## src/sv/pifa_pkg.sv

```systemverilog
// Package for the PI controller with feedforward and anti-windup clamping.
// Holds field widths, register and microcode codes, the control store and
// saturation helpers. No dependencies.
package pifa_pkg;

    localparam int LUX_W      = 16;
    localparam int ERR_W      = 17;
    localparam int DUTY_W     = 15;
    localparam int DRIVE_W    = 32;
    localparam int KP_W       = 16;
    localparam int KI_W       = 24;
    localparam int MODE_W     = 4;
    localparam int CFG_IDX_W  = 3;
    localparam int CFG_DATA_W = 24;

    localparam int DUTY_FULL  = 25600;
    localparam int LPP_RESET  = 256;
    localparam int MODE_RESET = 3;

    // Mode flag bit positions
    localparam int MODE_FB  = 0;
    localparam int MODE_FF  = 1;
    localparam int MODE_AW  = 2;
    localparam int MODE_OCC = 3;

    // Fixed-point shifts
    localparam int I_SHIFT  = 14;
    localparam int P_SHIFT  = 6;
    localparam int FF_SHIFT = 10;

    // Datapath widths
    localparam int WIDE_W   = KI_W + 1 + ERR_W;     // full product width
    localparam int P_W      = 28;                   // shifted P term
    localparam int U_W      = 34;                   // drive sums and bounds
    localparam int DIV_BITS = LUX_W + FF_SHIFT;     // quotient bits
    localparam int CNT_W    = $clog2(DIV_BITS + 1);

    localparam logic signed [U_W-1:0] FULL_U = U_W'(DUTY_FULL);
    localparam logic signed [WIDE_W-1:0] S32_MAX =
        {{(WIDE_W - DRIVE_W + 1){1'b0}}, {(DRIVE_W - 1){1'b1}}};
    localparam logic signed [WIDE_W-1:0] S32_MIN =
        {{(WIDE_W - DRIVE_W + 1){1'b1}}, {(DRIVE_W - 1){1'b0}}};

    typedef enum logic [CFG_IDX_W-1:0] {
        CFG_PROP_GAIN   = 3'd0,
        CFG_INTEG_GAIN  = 3'd1,
        CFG_REF_OCC     = 3'd2,
        CFG_REF_UNOCC   = 3'd3,
        CFG_BACKGROUND  = 3'd4,
        CFG_LUX_PER_PCT = 3'd5,
        CFG_MODE_FLAGS  = 3'd6
    } t_cfg_idx;

    typedef enum logic [3:0] {
        OP_NOP,
        OP_LOAD,
        OP_MUL_I,
        OP_ACC_I,
        OP_MUL_P,
        OP_SHIFT_P,
        OP_FB_SUM,
        OP_FF_SETUP,
        OP_DIV_STEP,
        OP_FF_CLAMP,
        OP_SUM,
        OP_AW_BOUND,
        OP_AW_CLAMP,
        OP_RESUM,
        OP_EMIT
    } t_op;

    typedef enum logic [2:0] {
        COND_NEXT,
        COND_IN_WAIT,
        COND_FF_DIRECT,
        COND_DIV_LOOP,
        COND_AW_SKIP,
        COND_OUT_WAIT
    } t_cond;

    typedef logic [3:0] t_pc;

    typedef struct packed {
        t_op   op;
        t_cond cond;
        t_pc   target;
    } t_ctrl;

    localparam t_pc STEP_IDLE     = 4'd0;
    localparam t_pc STEP_MUL_I    = 4'd1;
    localparam t_pc STEP_ACC_I    = 4'd2;
    localparam t_pc STEP_MUL_P    = 4'd3;
    localparam t_pc STEP_SHIFT_P  = 4'd4;
    localparam t_pc STEP_FB_SUM   = 4'd5;
    localparam t_pc STEP_FF_SETUP = 4'd6;
    localparam t_pc STEP_DIV      = 4'd7;
    localparam t_pc STEP_FF_CLAMP = 4'd8;
    localparam t_pc STEP_SUM      = 4'd9;
    localparam t_pc STEP_AW_BOUND = 4'd10;
    localparam t_pc STEP_AW_CLAMP = 4'd11;
    localparam t_pc STEP_FB_AGAIN = 4'd12;
    localparam t_pc STEP_RESUM    = 4'd13;
    localparam t_pc STEP_OUT      = 4'd14;

    // Control store: one control word per step
    function automatic t_ctrl ucode_rom(input t_pc pc);
        t_ctrl w;
        w = '{op: OP_NOP, cond: COND_NEXT, target: STEP_IDLE};
        case (pc)
            STEP_IDLE:     w = '{op: OP_LOAD,     cond: COND_IN_WAIT,   target: STEP_IDLE};
            STEP_MUL_I:    w = '{op: OP_MUL_I,    cond: COND_NEXT,      target: STEP_IDLE};
            STEP_ACC_I:    w = '{op: OP_ACC_I,    cond: COND_NEXT,      target: STEP_IDLE};
            STEP_MUL_P:    w = '{op: OP_MUL_P,    cond: COND_NEXT,      target: STEP_IDLE};
            STEP_SHIFT_P:  w = '{op: OP_SHIFT_P,  cond: COND_NEXT,      target: STEP_IDLE};
            STEP_FB_SUM:   w = '{op: OP_FB_SUM,   cond: COND_NEXT,      target: STEP_IDLE};
            STEP_FF_SETUP: w = '{op: OP_FF_SETUP, cond: COND_FF_DIRECT, target: STEP_SUM};
            STEP_DIV:      w = '{op: OP_DIV_STEP, cond: COND_DIV_LOOP,  target: STEP_DIV};
            STEP_FF_CLAMP: w = '{op: OP_FF_CLAMP, cond: COND_NEXT,      target: STEP_IDLE};
            STEP_SUM:      w = '{op: OP_SUM,      cond: COND_NEXT,      target: STEP_IDLE};
            STEP_AW_BOUND: w = '{op: OP_AW_BOUND, cond: COND_AW_SKIP,   target: STEP_OUT};
            STEP_AW_CLAMP: w = '{op: OP_AW_CLAMP, cond: COND_NEXT,      target: STEP_IDLE};
            STEP_FB_AGAIN: w = '{op: OP_FB_SUM,   cond: COND_NEXT,      target: STEP_IDLE};
            STEP_RESUM:    w = '{op: OP_RESUM,    cond: COND_NEXT,      target: STEP_IDLE};
            STEP_OUT:      w = '{op: OP_EMIT,     cond: COND_OUT_WAIT,  target: STEP_IDLE};
            default:       w = '{op: OP_NOP,      cond: COND_NEXT,      target: STEP_IDLE};
        endcase
        return w;
    endfunction

    // Saturate a wide signed value to the signed 32-bit range
    function automatic logic signed [DRIVE_W-1:0] sat32(input logic signed [WIDE_W-1:0] v);
        logic signed [DRIVE_W-1:0] r;
        if (v > S32_MAX) begin
            r = DRIVE_W'(S32_MAX);
        end else if (v < S32_MIN) begin
            r = DRIVE_W'(S32_MIN);
        end else begin
            r = DRIVE_W'(v);
        end
        return r;
    endfunction

endpackage

```

## src/sv/pifa_in_if.sv

```systemverilog
// Input channel of the PI controller: valid/ready plus the two lux samples.
// Depends on pifa_pkg for field widths.
interface pifa_in_if;
    import pifa_pkg::*;

    logic             valid;
    logic             ready;
    logic [LUX_W-1:0] measured_lux;
    logic [LUX_W-1:0] predicted_lux;

    modport source (output valid, output measured_lux, output predicted_lux, input ready);
    modport sink   (input valid, input measured_lux, input predicted_lux, output ready);
endinterface

```

## src/sv/pifa_out_if.sv

```systemverilog
// Result channel of the PI controller: valid/ready plus the result fields.
// Depends on pifa_pkg for field widths.
interface pifa_out_if;
    import pifa_pkg::*;

    logic                      valid;
    logic                      ready;
    logic [DUTY_W-1:0]         duty_out;
    logic signed [ERR_W-1:0]   error_value;
    logic signed [DRIVE_W-1:0] feedback_drive;
    logic [DUTY_W-1:0]         feedforward_drive;
    logic signed [DRIVE_W-1:0] integral_value;
    logic                      was_saturated;

    modport source (output valid, output duty_out, output error_value,
                    output feedback_drive, output feedforward_drive,
                    output integral_value, output was_saturated, input ready);
    modport sink   (input valid, input duty_out, input error_value,
                    input feedback_drive, input feedforward_drive,
                    input integral_value, input was_saturated, output ready);
endinterface

```

## src/sv/pi_feedforward_antiwindup_ctrl.sv

```systemverilog
// A transaction passes the 26-step restoring divider for the feedforward term, which is skipped
// when the feedforward needs no division (reference at or below background, or zero plant
// gain); the anti-windup clamp adds its own steps. One transaction is in the sequencer at a
// time; a new input is taken while the result register still waits. Reset (synchronous,
// active low) clears the integral, the step counter, the result valid and loads the
// register reset values; no clearing pass.
//
// Top level of the PI controller with feedforward and anti-windup clamping.
// Depends on pifa_pkg, pifa_in_if and pifa_out_if.
module pi_feedforward_antiwindup_ctrl (
    input  logic                                i_clk,
    input  logic                                i_rst_n,
    input  logic                                i_cfg_we,
    input  logic [pifa_pkg::CFG_IDX_W-1:0]      i_cfg_idx,
    input  logic [pifa_pkg::CFG_DATA_W-1:0]     i_cfg_data,
    pifa_in_if.sink                             i_in,
    pifa_out_if.source                          o_out
);
    import pifa_pkg::*;

    // Configuration registers
    logic [KP_W-1:0]   r_kp;
    logic [KI_W-1:0]   r_ki;
    logic [LUX_W-1:0]  r_ref_occ;
    logic [LUX_W-1:0]  r_ref_unocc;
    logic [LUX_W-1:0]  r_bg;
    logic [LUX_W-1:0]  r_lpp;
    logic [MODE_W-1:0] r_mode;

    // Sequencer
    t_pc   r_pc, n_pc;
    t_ctrl w_ctrl;

    // Datapath registers
    logic signed [ERR_W-1:0]   r_e, n_e;
    logic signed [WIDE_W-1:0]  r_prod, n_prod;
    logic signed [DRIVE_W-1:0] r_integ, n_integ;
    logic signed [P_W-1:0]     r_p, n_p;
    logic signed [DRIVE_W-1:0] r_ufb, n_ufb;
    logic [DUTY_W-1:0]         r_uff, n_uff;
    logic [DIV_BITS-1:0]       r_quo, n_quo;
    logic [LUX_W-1:0]          r_rem, n_rem;
    logic [CNT_W-1:0]          r_cnt, n_cnt;
    logic signed [U_W-1:0]     r_u, n_u;
    logic                      r_sat, n_sat;
    logic signed [U_W-1:0]     r_bound, n_bound;
    logic                      r_hi, n_hi;

    // Result register
    logic                      r_out_valid, n_out_valid;
    logic [DUTY_W-1:0]         r_o_duty, n_o_duty;
    logic signed [ERR_W-1:0]   r_o_err, n_o_err;
    logic signed [DRIVE_W-1:0] r_o_fb, n_o_fb;
    logic [DUTY_W-1:0]         r_o_ff, n_o_ff;
    logic signed [DRIVE_W-1:0] r_o_integ, n_o_integ;
    logic                      r_o_sat, n_o_sat;

    // Helper values
    logic                      w_in_take;
    logic                      w_out_free;
    logic [LUX_W-1:0]          w_ref;
    logic signed [LUX_W:0]     w_diff;
    logic                      w_ff_direct;
    logic [LUX_W:0]            w_trial;
    logic                      w_trial_ge;
    logic [DUTY_W-1:0]         w_ff_used;
    logic signed [U_W-1:0]     w_ff_s;
    logic signed [U_W-1:0]     w_fb_s;
    logic signed [U_W-1:0]     w_p_s;
    logic signed [U_W-1:0]     w_integ_s;
    logic signed [U_W-1:0]     w_sum;
    logic                      w_sum_sat;
    logic                      w_aw_active;

    assign w_ctrl     = ucode_rom(r_pc);
    assign i_in.ready = (r_pc == STEP_IDLE);
    assign w_in_take  = i_in.valid && (r_pc == STEP_IDLE);
    // Result register is free when empty or being drained this cycle
    assign w_out_free = !r_out_valid || o_out.ready;

    assign o_out.valid             = r_out_valid;
    assign o_out.duty_out          = r_o_duty;
    assign o_out.error_value       = r_o_err;
    assign o_out.feedback_drive    = r_o_fb;
    assign o_out.feedforward_drive = r_o_ff;
    assign o_out.integral_value    = r_o_integ;
    assign o_out.was_saturated     = r_o_sat;

    // Feedforward setup: reference minus background
    assign w_ref       = r_mode[MODE_OCC] ? r_ref_occ : r_ref_unocc;
    assign w_diff      = signed'({1'b0, w_ref}) - signed'({1'b0, r_bg});
    assign w_ff_direct = (w_diff <= 0) || (r_lpp == '0);

    // One restoring division step: shift in the next dividend bit, trial subtract
    assign w_trial    = {r_rem, r_quo[DIV_BITS-1]};
    assign w_trial_ge = (w_trial >= {1'b0, r_lpp});

    // Branch sum; feedforward counts only when its branch is on
    assign w_ff_used   = r_mode[MODE_FF] ? r_uff : '0;
    assign w_ff_s      = U_W'(signed'({1'b0, w_ff_used}));
    assign w_fb_s      = r_mode[MODE_FB] ? U_W'(r_ufb) : '0;
    assign w_p_s       = U_W'(r_p);
    assign w_integ_s   = U_W'(r_integ);
    assign w_sum       = w_fb_s + w_ff_s;
    assign w_sum_sat   = (w_sum > FULL_U) || (w_sum < 0);
    assign w_aw_active = r_mode[MODE_AW] && r_sat && (r_ki != '0);

    // Next step
    always_comb begin
        n_pc = r_pc + t_pc'(1);
        case (w_ctrl.cond)
            COND_NEXT: begin
                n_pc = r_pc + t_pc'(1);
            end
            COND_IN_WAIT: begin
                n_pc = w_in_take ? r_pc + t_pc'(1) : r_pc;
            end
            COND_FF_DIRECT: begin
                n_pc = w_ff_direct ? w_ctrl.target : r_pc + t_pc'(1);
            end
            COND_DIV_LOOP: begin
                // repeat until the last quotient bit is in
                n_pc = (r_cnt != CNT_W'(1)) ? w_ctrl.target : r_pc + t_pc'(1);
            end
            COND_AW_SKIP: begin
                n_pc = w_aw_active ? r_pc + t_pc'(1) : w_ctrl.target;
            end
            COND_OUT_WAIT: begin
                // hold the finished transaction until the result register frees
                n_pc = w_out_free ? w_ctrl.target : r_pc;
            end
            default: begin
                n_pc = STEP_IDLE;
            end
        endcase
    end

    // Datapath, driven by the current control word
    always_comb begin
        n_e         = r_e;
        n_prod      = r_prod;
        n_integ     = r_integ;
        n_p         = r_p;
        n_ufb       = r_ufb;
        n_uff       = r_uff;
        n_quo       = r_quo;
        n_rem       = r_rem;
        n_cnt       = r_cnt;
        n_u         = r_u;
        n_sat       = r_sat;
        n_bound     = r_bound;
        n_hi        = r_hi;
        n_out_valid = r_out_valid && !o_out.ready;
        n_o_duty    = r_o_duty;
        n_o_err     = r_o_err;
        n_o_fb      = r_o_fb;
        n_o_ff      = r_o_ff;
        n_o_integ   = r_o_integ;
        n_o_sat     = r_o_sat;
        case (w_ctrl.op)
            OP_LOAD: begin
                if (w_in_take) begin
                    n_e = signed'({1'b0, i_in.predicted_lux})
                        - signed'({1'b0, i_in.measured_lux});
                end
            end
            OP_MUL_I: begin
                n_prod = WIDE_W'(signed'({1'b0, r_ki}) * r_e);
            end
            OP_ACC_I: begin
                // arithmetic shift rounds toward minus infinity
                n_integ = sat32(WIDE_W'(r_integ) + (r_prod >>> I_SHIFT));
            end
            OP_MUL_P: begin
                n_prod = WIDE_W'(signed'({1'b0, r_kp}) * r_e);
            end
            OP_SHIFT_P: begin
                n_p = P_W'(r_prod >>> P_SHIFT);
            end
            OP_FB_SUM: begin
                n_ufb = sat32(WIDE_W'(r_p) + WIDE_W'(r_integ));
            end
            OP_FF_SETUP: begin
                if (w_diff <= 0) begin
                    n_uff = '0;
                end else begin
                    n_uff = DUTY_W'(DUTY_FULL);
                end
                n_quo = {w_diff[LUX_W-1:0], {FF_SHIFT{1'b0}}};
                n_rem = '0;
                n_cnt = CNT_W'(DIV_BITS);
            end
            OP_DIV_STEP: begin
                n_rem = w_trial_ge ? LUX_W'(w_trial - {1'b0, r_lpp}) : w_trial[LUX_W-1:0];
                n_quo = {r_quo[DIV_BITS-2:0], w_trial_ge};
                n_cnt = r_cnt - CNT_W'(1);
            end
            OP_FF_CLAMP: begin
                n_uff = (r_quo > DIV_BITS'(DUTY_FULL)) ? DUTY_W'(DUTY_FULL)
                                                      : r_quo[DUTY_W-1:0];
            end
            OP_SUM: begin
                n_u   = w_sum;
                n_sat = w_sum_sat;
            end
            OP_AW_BOUND: begin
                // limit that the integral may reach so the output just meets the bound
                n_hi = (r_u > FULL_U);
                if (r_u > FULL_U) begin
                    n_bound = FULL_U - w_ff_s - w_p_s;
                end else begin
                    n_bound = -w_ff_s - w_p_s;
                end
            end
            OP_AW_CLAMP: begin
                if (r_hi) begin
                    n_integ = sat32(WIDE_W'((w_integ_s > r_bound) ? r_bound : w_integ_s));
                end else begin
                    n_integ = sat32(WIDE_W'((w_integ_s < r_bound) ? r_bound : w_integ_s));
                end
            end
            OP_RESUM: begin
                // saturation flag keeps its pre-clamp value
                n_u = w_sum;
            end
            OP_EMIT: begin
                if (w_out_free) begin
                    n_out_valid = 1'b1;
                    if (r_u < 0) begin
                        n_o_duty = '0;
                    end else if (r_u > FULL_U) begin
                        n_o_duty = DUTY_W'(DUTY_FULL);
                    end else begin
                        n_o_duty = r_u[DUTY_W-1:0];
                    end
                    n_o_err   = r_e;
                    n_o_fb    = r_ufb;
                    n_o_ff    = r_uff;
                    n_o_integ = r_integ;
                    n_o_sat   = r_sat;
                end
            end
            default: begin
            end
        endcase
    end

    // Control state, integral and configuration
    always_ff @(posedge i_clk) begin
        if (!i_rst_n) begin
            r_pc        <= STEP_IDLE;
            r_out_valid <= 1'b0;
            r_integ     <= '0;
            r_kp        <= '0;
            r_ki        <= '0;
            r_ref_occ   <= '0;
            r_ref_unocc <= '0;
            r_bg        <= '0;
            r_lpp       <= LUX_W'(LPP_RESET);
            r_mode      <= MODE_W'(MODE_RESET);
        end else begin
            r_pc        <= n_pc;
            r_out_valid <= n_out_valid;
            r_integ     <= n_integ;
            if (i_cfg_we) begin
                case (t_cfg_idx'(i_cfg_idx))
                    CFG_PROP_GAIN:   r_kp        <= i_cfg_data[KP_W-1:0];
                    CFG_INTEG_GAIN:  r_ki        <= i_cfg_data[KI_W-1:0];
                    CFG_REF_OCC:     r_ref_occ   <= i_cfg_data[LUX_W-1:0];
                    CFG_REF_UNOCC:   r_ref_unocc <= i_cfg_data[LUX_W-1:0];
                    CFG_BACKGROUND:  r_bg        <= i_cfg_data[LUX_W-1:0];
                    CFG_LUX_PER_PCT: r_lpp       <= i_cfg_data[LUX_W-1:0];
                    CFG_MODE_FLAGS:  r_mode      <= i_cfg_data[MODE_W-1:0];
                    default: begin
                        // drop writes to unknown indexes
                    end
                endcase
            end
        end
    end

    // Payload registers, no reset
    always_ff @(posedge i_clk) begin
        r_e       <= n_e;
        r_prod    <= n_prod;
        r_p       <= n_p;
        r_ufb     <= n_ufb;
        r_uff     <= n_uff;
        r_quo     <= n_quo;
        r_rem     <= n_rem;
        r_cnt     <= n_cnt;
        r_u       <= n_u;
        r_sat     <= n_sat;
        r_bound   <= n_bound;
        r_hi      <= n_hi;
        r_o_duty  <= n_o_duty;
        r_o_err   <= n_o_err;
        r_o_fb    <= n_o_fb;
        r_o_ff    <= n_o_ff;
        r_o_integ <= n_o_integ;
        r_o_sat   <= n_o_sat;
    end

    // Divider never runs with an exhausted bit count
    a_div_count: assert property (@(posedge i_clk) disable iff (!i_rst_n)
        (r_pc == STEP_DIV) |-> (r_cnt != '0))
        else $error("divider step with zero bit count");

    // Leaving the emit step lands a result and returns to idle
    a_emit: assert property (@(posedge i_clk) disable iff (!i_rst_n)
        ((r_pc == STEP_OUT) && w_out_free) |=> (o_out.valid && (r_pc == STEP_IDLE)))
        else $error("emit step did not produce a result");

    // Duty and feedforward stay within full scale
    a_range: assert property (@(posedge i_clk) disable iff (!i_rst_n)
        o_out.valid |-> ((o_out.duty_out <= DUTY_W'(DUTY_FULL))
                         && (o_out.feedforward_drive <= DUTY_W'(DUTY_FULL))))
        else $error("duty or feedforward above full scale");

    // No new input while a transaction is still in the sequencer
    a_busy: assert property (@(posedge i_clk) disable iff (!i_rst_n)
        (r_pc != STEP_IDLE) |-> !i_in.ready)
        else $error("input ready while busy");

endmodule

```

## src/flat_wrapper.sv

```systemverilog
// flat-port wrapper written by rule: the top's interface ports become plain ports
module pi_feedforward_antiwindup_ctrl_flat import pifa_pkg::*;
  (i_clk, i_rst_n, i_cfg_we, i_cfg_idx, i_cfg_data, i_in_valid, i_in_measured_lux, i_in_predicted_lux, i_in_ready, o_out_valid, o_out_duty_out, o_out_error_value, o_out_feedback_drive, o_out_feedforward_drive, o_out_integral_value, o_out_was_saturated, o_out_ready);
  pifa_in_if i_in_i ();
  pifa_out_if o_out_i ();
  input  logic i_clk;
  input  logic i_rst_n;
  input  logic i_cfg_we;
  input  logic [pifa_pkg::CFG_IDX_W-1:0] i_cfg_idx;
  input  logic [pifa_pkg::CFG_DATA_W-1:0] i_cfg_data;
  input wire logic [$bits(i_in_i.valid)-1:0] i_in_valid;
  input wire logic [$bits(i_in_i.measured_lux)-1:0] i_in_measured_lux;
  input wire logic [$bits(i_in_i.predicted_lux)-1:0] i_in_predicted_lux;
  output wire logic [$bits(i_in_i.ready)-1:0] i_in_ready;
  output wire logic [$bits(o_out_i.valid)-1:0] o_out_valid;
  output wire logic [$bits(o_out_i.duty_out)-1:0] o_out_duty_out;
  output wire logic [$bits(o_out_i.error_value)-1:0] o_out_error_value;
  output wire logic [$bits(o_out_i.feedback_drive)-1:0] o_out_feedback_drive;
  output wire logic [$bits(o_out_i.feedforward_drive)-1:0] o_out_feedforward_drive;
  output wire logic [$bits(o_out_i.integral_value)-1:0] o_out_integral_value;
  output wire logic [$bits(o_out_i.was_saturated)-1:0] o_out_was_saturated;
  input wire logic [$bits(o_out_i.ready)-1:0] o_out_ready;
  assign i_in_i.valid = i_in_valid;
  assign i_in_i.measured_lux = i_in_measured_lux;
  assign i_in_i.predicted_lux = i_in_predicted_lux;
  assign i_in_ready = i_in_i.ready;
  assign o_out_valid = o_out_i.valid;
  assign o_out_duty_out = o_out_i.duty_out;
  assign o_out_error_value = o_out_i.error_value;
  assign o_out_feedback_drive = o_out_i.feedback_drive;
  assign o_out_feedforward_drive = o_out_i.feedforward_drive;
  assign o_out_integral_value = o_out_i.integral_value;
  assign o_out_was_saturated = o_out_i.was_saturated;
  assign o_out_i.ready = o_out_ready;
  pi_feedforward_antiwindup_ctrl u_core (.i_clk(i_clk), .i_rst_n(i_rst_n), .i_cfg_we(i_cfg_we), .i_cfg_idx(i_cfg_idx), .i_cfg_data(i_cfg_data), .i_in(i_in_i), .o_out(o_out_i));
endmodule
```

## config.mk

```make
export PLATFORM = sky130hd
export DESIGN_NAME = pi_feedforward_antiwindup_ctrl_flat
export DESIGN_NICKNAME = d
export VERILOG_FILES = /design/src/sv/pifa_pkg.sv /design/src/sv/pifa_in_if.sv /design/src/sv/pifa_out_if.sv /design/src/sv/pi_feedforward_antiwindup_ctrl.sv /design/src/flat_wrapper.sv
export SDC_FILE = /design/constraint.sdc
export NUM_CORES = 2
export LEC_CHECK = 0
export BUFFER_PORTS_ARGS = -buffer_cell sky130_fd_sc_hd__buf_2
export CORE_AREA = 5 5 303 305
export CTS_CLUSTER_SIZE = 30
export DETAILED_ROUTE_END_ITERATION = 8
export DIE_AREA = 0 0 308 310
export PLACE_DENSITY = 0.76
export SETUP_SLACK_MARGIN = 0.5
export SLEW_MARGIN = 40
export SYNTH_ARGS = -nofsm -noshare
export SYNTH_HDL_FRONTEND = slang
export SYNTH_SLANG_ARGS = --single-unit
```

## constraint.sdc

```tcl
create_clock -name i_clk -period 21.6 [get_ports i_clk]
set_clock_uncertainty 0.15 [all_clocks]
set_input_delay 0 -clock i_clk [delete_from_list [all_inputs] [get_ports i_clk]]
set_output_delay 0 -clock i_clk [all_outputs]
set_load 0.02 [all_outputs]
```

## Word level (Yosys, flattened, before mapping)

Memory sizes are Yosys's and may differ from the RTL's. A register that Yosys moved wholly into a read port is not among the register bits.
Cells that the tools add are included.

| word-level totals | value |
|---|---|
| ROM bits | 176 |
| input port bits | 64 |
| word-level logic and storage cells | 153 |
| register bits | 508 |
| memories | 1 |
| output and inout port bits | 114 |

Memories:

| name | depth | bits a word | rd ports | clocked after Yosys merged registers in | wr ports | RTL line | RTL |
|---|---|---|---|---|---|---|---|
| (no name shown) | 16 | 11 | 1 | 1 | 0 | pifa_pkg.sv:109 | `case (pc)` |

| cells by class | value |
|---|---|
| reduce and logical (&&, ||, !) cells | 30 |
| add/sub/neg operators | 12 |
| $mul | 2 |
| multiplexer cells | 34 |
| magnitude comparators | 17 |
| equality and inequality tests | 28 |

Operators by type and width:

| operator | count |
|---|---|
| 2-to-1 mux 32 bit | 8 |
| > comparator 42 x 32 -> 1 bit, second input constant | 4 |
| less-than comparator 42 x 32 -> 1 bit, second input constant | 4 |
| 2-to-1 mux 42 bit | 2 |
| case mux 42 bit (2 select lines) | 1 |
| > comparator 34 x 16 -> 1 bit, second input constant | 2 |
| less-than comparator 34 x 1 -> 1 bit, second input constant | 2 |
| 2-to-1 mux 34 bit | 2 |
| case mux 32 bit (2 select lines) | 1 |
| 2-to-1 mux 15 bit | 4 |
| case mux 26 bit (2 select lines) | 1 |
| multiplier 25 x 17 -> 42 bit | 1 |
| adder 34 x 16 -> 34 bit | 1 |
| > comparator 32 x 34 -> 1 bit | 1 |
| less-than comparator 32 x 34 -> 1 bit | 1 |
| multiplier 17 x 17 -> 34 bit | 1 |
| negator 15 -> 34 bit | 1 |
| subtractor 16 x 16 -> 17 bit | 2 |
| subtractor 34 x 28 -> 34 bit | 1 |
| adder 28 x 32 -> 33 bit | 1 |
| adder 32 x 28 -> 33 bit | 1 |
| 2-to-1 mux 16 bit | 2 |
| case mux 16 bit (2 select lines) | 1 |
| case mux 15 bit (2 select lines) | 1 |
| 31 further kinds | 77 |

## Logic depth before layout (Yosys ltp)

| depth | value |
|---|---|
| depth in word-level cells | 8 |
| depth in mapped cells | 27 |
| depth with buffers taken out | 25 |

## Worst setup path after synthesis

No wires, ideal clock.

| path | value |
|---|---|
| path kind | register to register |
| start | register u_core.w_ctrl[8] (netlist name) |
| end | register u_core.r_o_duty[0], in the netlist u_core.o_out.duty_out[0] (enable) |
| period minus slack after synthesis | 9883 ps |
| arrival | 8990 ps |
| library setup time | 743 ps |
| setup slack | 11717 ps |
| stages on the path, launching flop included | 4 |
| buffers on the path | 1 |
| data required time | 20707 ps |
| cells stage by stage | dfxtp_1 clkbuf_1 nand2b_1 nor3b_1 |

| on the way | value |
|---|---|
| word-level cells in the longest chain between the ends | 2 |

Ends and longest elaborated chain:

| what | RTL line | RTL |
|---|---|---|
| == test 4 bit | pi_feedforward_antiwindup_ctrl.sv:160 | `case (w_ctrl.op)` |
| AND reduction 2 bit (no source line) | - |  |
| to (signal assigned) | pi_feedforward_antiwindup_ctrl.sv:296 | `r_o_duty <= n_o_duty;` |
| to (decl) | pi_feedforward_antiwindup_ctrl.sv:51 | `logic [DUTY_W-1:0] r_o_duty, n_o_duty;` |

No other way between the ends.
A chain may end at the register's enable or synchronous reset.

## Final worst setup path

| path | value |
|---|---|
| start | register u_core.r_e[8] |
| end | register u_core.r_prod[39], data pin |

| on the way | value |
|---|---|
| word-level cells in the longest chain between the ends | 2 |
| elaborated cells between the ends (all ways) | 3 |
| classes of those cells | mul: 2; mux: 1 |

Ends and longest elaborated chain:

| what | RTL line | RTL |
|---|---|---|
| from (decl) | pi_feedforward_antiwindup_ctrl.sv:35 | `logic signed [ERR_W-1:0] r_e, n_e;` |
| from (signal assigned) | pi_feedforward_antiwindup_ctrl.sv:284 | `r_e <= n_e;` |
| multiplier 25 x 17 -> 42 bit or multiplier 17 x 17 -> 34 bit (tied branches) | pi_feedforward_antiwindup_ctrl.sv:168, pi_feedforward_antiwindup_ctrl.sv:175 |  |
| case mux 42 bit (2 select lines) * | pi_feedforward_antiwindup_ctrl.sv:160 |  |
| via u_core.n_prod[39] | pi_feedforward_antiwindup_ctrl.sv:36 | `logic signed [WIDE_W-1:0] r_prod, n_prod;` |
| to (signal assigned) | pi_feedforward_antiwindup_ctrl.sv:285 | `r_prod <= n_prod;` |
| to (decl) | pi_feedforward_antiwindup_ctrl.sv:36 |  |

Mark *: on every way through the listed nets, which the timed path passes. The rest lies on a longest branch.

==> out/metrics.cfg <==
[outcome]
status=completed

[clocking]
cts_tree=yes
numCtsBuffers=58
insertion_delay_ns=0.68
cts.clk_slew.worst_paths_ns=0.06
cts_root_buf=clkbuf_16
cts.sinks=511
htree_levels=2
clockBufferDepth=3
cts_resized=0

[floorplanning]
die_area_um2=95500
placementRows=110
core_area_um2=89000
die_w_um=308
pin_count=178
die_h_um=310
initial_core_util=0.591

[logic_synthesis]
seq_area_frac_synth=0.262
synth-edff-count=357
synthesis.nets=6825
synth.distinct_cells=80
yosysWarnings=0
netlist_area_um2=52600
synth_seq_cells=511
synthArstFlopShare=0
synth-main-ff-cell=edfxtp_1
avgSynthCellArea_um2=9.20
synth_cells=5714

[timing]
slew_headroom=0.392
hold_slack_ns=0.0881
grt_setup_unrepaired=false
tightest_slew_ns=0.910
hold_viol_final=0
tns_ns=0
setup_ws_ns=13.53
slew_violations=0
setup_viol=0
layout_worst_path_cycle_share=0.374
min_period_ns=8.07
fmax_mhz=124

[detailed_routing]
drc=0
routed-via-count=40600
viasPerCell=5.73
drt_first_pass_iters=7
wl_per_cell_um=19.0
antenna_left=0
routed_wl_um=135000
drt_iter0_drc=2901

[setup_path]
path_delay_family=adder cells
reg2reg_slack_ns=13.53
r2r-end=u_core.r_prod[39]
required_ns=21.80
critical_path.cell_chain=buf_4 > nand2_1 > fa_1 > inv_1 > fa_1 > inv_1 > fa_1 > inv_1 > fa_1 > inv_1 > fa_1 > inv_1 > fa_1 > ha_1 > a21o_1 > a21o_1 > a2111oi_1 > o21ba_2 > a21oi_1 > a311o_1 > a31oi_1 > xnor2_1 > nand2_1 > o21ai_0
path_class=register to register
cpMostUsedCell=fa_1
r2r_start=u_core.r_e[8]
cp-end-kind=register
crit_fanout=25
worstPathBufferInverterCount=6
cp_slowest_cell=edfxtp_1
worst_setup_path_start_kind=register
critical_path_arrival_ns=8.27
critPathMaxStageDelay_ns=0.82
rr_worst_depth=24

[layout]
final_cell_mix=inv_1, nand2_1, fa_1, ha_1, and2_1
area_delta_synth_final_pct=9.66
nets=6977
antenna_cells=0
instances_no_fill=7092
seqCellArea_um2=13800
multi_input_area_um2=34700
final_core_utilization=0.648
drive_above_1_share=0.0701
final_common_cell=inv_1
fillers=7166

[grt]
antenna_found_initial=0
first_global_vias=41000
grt-ovfl-total=0
grt_max_degree=98
grt.total_usage=0.280
grt_first_pass_wirelength_um=217000

[worst_hold_path]
worstHoldPathType=primary input to register
min_from=i_cfg_data[6]
hold_depth=4
min_to=u_core.r_bg[6]

[power]
p_leak_nw=26.9
peakVddDrop_uv=75.3
pwr_density_cell_nw_per_um2=76.8

[flow_run]
maxCapViolCount=0

[place]
place_ws_ns=13.59
place.gp.congestion=0.918
dp.cells=6876
hpwlAfterDp_um=103000
numPortBuffers=177

-- metrics by stage --
step,power [mW],instance area (um^2)
3_3_place_gp,3.28,54500
5_1_grt,4.74,57700
4_1_cts,4.42,57600
2_1_floorplan,2.81,52600
6_report,4.43,57700
3_5_place_dp,3.34,54500
-- sequential cells by signal, indices dropped and copies added (netlist names), 16 cells and up --
name and count:
u_core.r_prod 36, u_core.r_bound 34, u_core.r_u 34, u_core.o_out.feedback_drive 32
u_core.o_out.integral_value 32, u_core.r_integ 32, u_core.r_ufb 32, u_core.r_p 28
u_core.r_quo 26, u_core.r_ki 24, u_core.o_out.error_value 17, u_core.r_e 17
u_core.r_bg 16, u_core.r_kp 16, u_core.r_lpp 16, u_core.r_ref_occ 16
u_core.r_ref_unocc 16, u_core.r_rem 16
-- worst max-delay path by stage --
stage | slack (ns) | depth (start not counted) | start | to
global route | 13.29 | 24 | u_core.r_e[8] | u_core.r_prod[39]
detailed placement | 13.59 | 24 | u_core.r_e[8] | u_core.r_prod[39]
finish | 13.53 | 24 | u_core.r_e[8] | u_core.r_prod[39]
CTS | 13.56 | 24 | u_core.r_e[8] | u_core.r_prod[39]
floorplan | 11.72 | 3 | u_core.w_ctrl[8] | u_core.o_out.duty_out[0]
global placement | 13.53 | 24 | u_core.r_e[8] | u_core.r_prod[34]
-- cell families (layout without fill, tap and decap cells) --
| kind of cell | count (synthesis) | count (layout) | share of synthesized area |
|---|---|---|---|
| xor gates and xnor gates | 212 | 212 | 0.0357 |
| DFF | 511 | 511 | 0.262 |
| muxes | 99 | 99 | 0.0196 |
| buffers and inverters | 1118 | 1320 | 0.0803 |
| AOI/OAI and AO/OA | 1001 | 1001 | 0.119 |
| adders and majority gates | 1047 | 1047 | 0.327 |
| and+or+nand+nor | 1726 | 1726 | 0.157 |
-- synthesized netlist by cell type, types with 6 or more instances --
cell type  instances  area share
nor3_1            49      0.0047
nand3_1           57      0.0054
a41oi_1            7      0.0012
nor2b_1           41      0.0049
and3_1            31      0.0037
o2111ai_1          7      0.0012
a31o_2             8      0.0013
a311oi_1           7      0.0012
a21o_1           116       0.017
and2_1           366       0.044
a21boi_0          13      0.0019
xor2_1            87       0.014
dfxtp_1          154       0.059
mux2_2            26      0.0056
inv_1            877       0.063
o21a_1            46      0.0066
or3_1             26      0.0031
buf_1             15      0.0011
ha_1             503        0.12
clkbuf_1         219       0.016
a2111oi_0         10      0.0017
o22ai_1            7     0.00083
nand2b_1          61      0.0073
o211ai_1          21      0.0030
or2_2             10      0.0012
a31oi_1           47      0.0056
nand2_1          799       0.057
xnor2_1          124       0.021
nand4_1           18      0.0021
a21oi_1          339       0.032
a22oi_1           16      0.0023
a221o_1           19      0.0036
o21bai_1          21      0.0030
nor3b_1            8      0.0011
fa_1             544        0.21
edfxtp_1         357        0.20
nor4_1            31      0.0037
a211o_1           11      0.0018
a211oi_1          24      0.0034
o21ai_0          216       0.021
o31ai_1           23      0.0033
nand3b_1           6     0.00086
mux2i_1           68       0.013
nor2_1           200       0.014
-- timing repair --
item | 4_1_cts | 5_1_grt
endpoints found under the hold margin | 163 | 0
hold buffers | 105 | 0
setup buffers | 0 | 0
-- worst register-to-register path, stage by stage, from the launching register on --
cell and delay [ns]:
edfxtp_1 0.82, buf_4 0.44, nand2_1 0.12, fa_1 0.52
inv_1 0.05, fa_1 0.49, inv_1 0.05, fa_1 0.48
inv_1 0.06, fa_1 0.52, inv_1 0.05, fa_1 0.52
inv_1 0.05, fa_1 0.50, ha_1 0.36, a21o_1 0.17
a21o_1 0.21, a2111oi_1 0.68, o21ba_2 0.34, a21oi_1 0.15
a311o_1 0.38, a31oi_1 0.20, xnor2_1 0.12, nand2_1 0.20
o21ai_0 0.15
-- layer usage --
metal | GRT usage | up-vias | wire [um]
li1 | - | 19100 | -
met1 | 0.370 | 19800 | 55600
met2 | 0.480 | 1481 | 64200
met3 | 0.0454 | 286 | 10200
met4 | 0.0862 | 0 | 4720
met5 | 0 | - | 0
-- area by class of cell --
class	instances	area share
Clock buffer	71	0.0275
Clock inverter	39	0.00785
Inverter	878	0.0572
Multi-Input combinational cell	4085	0.602
Sequential cell	511	0.240
Tap cell	1176	0.0255
Timing Repair Buffer	332	0.0407
-- power breakdown --
part	switching, mW	internal, mW	total [mW]
clock	0.450	0.603	1.05
sequential	0.149	1.19	1.34
combinational	1.23	0.805	2.04
total	1.83	2.60	4.43
No activity file was read; power rests on OpenSTA's default activity.
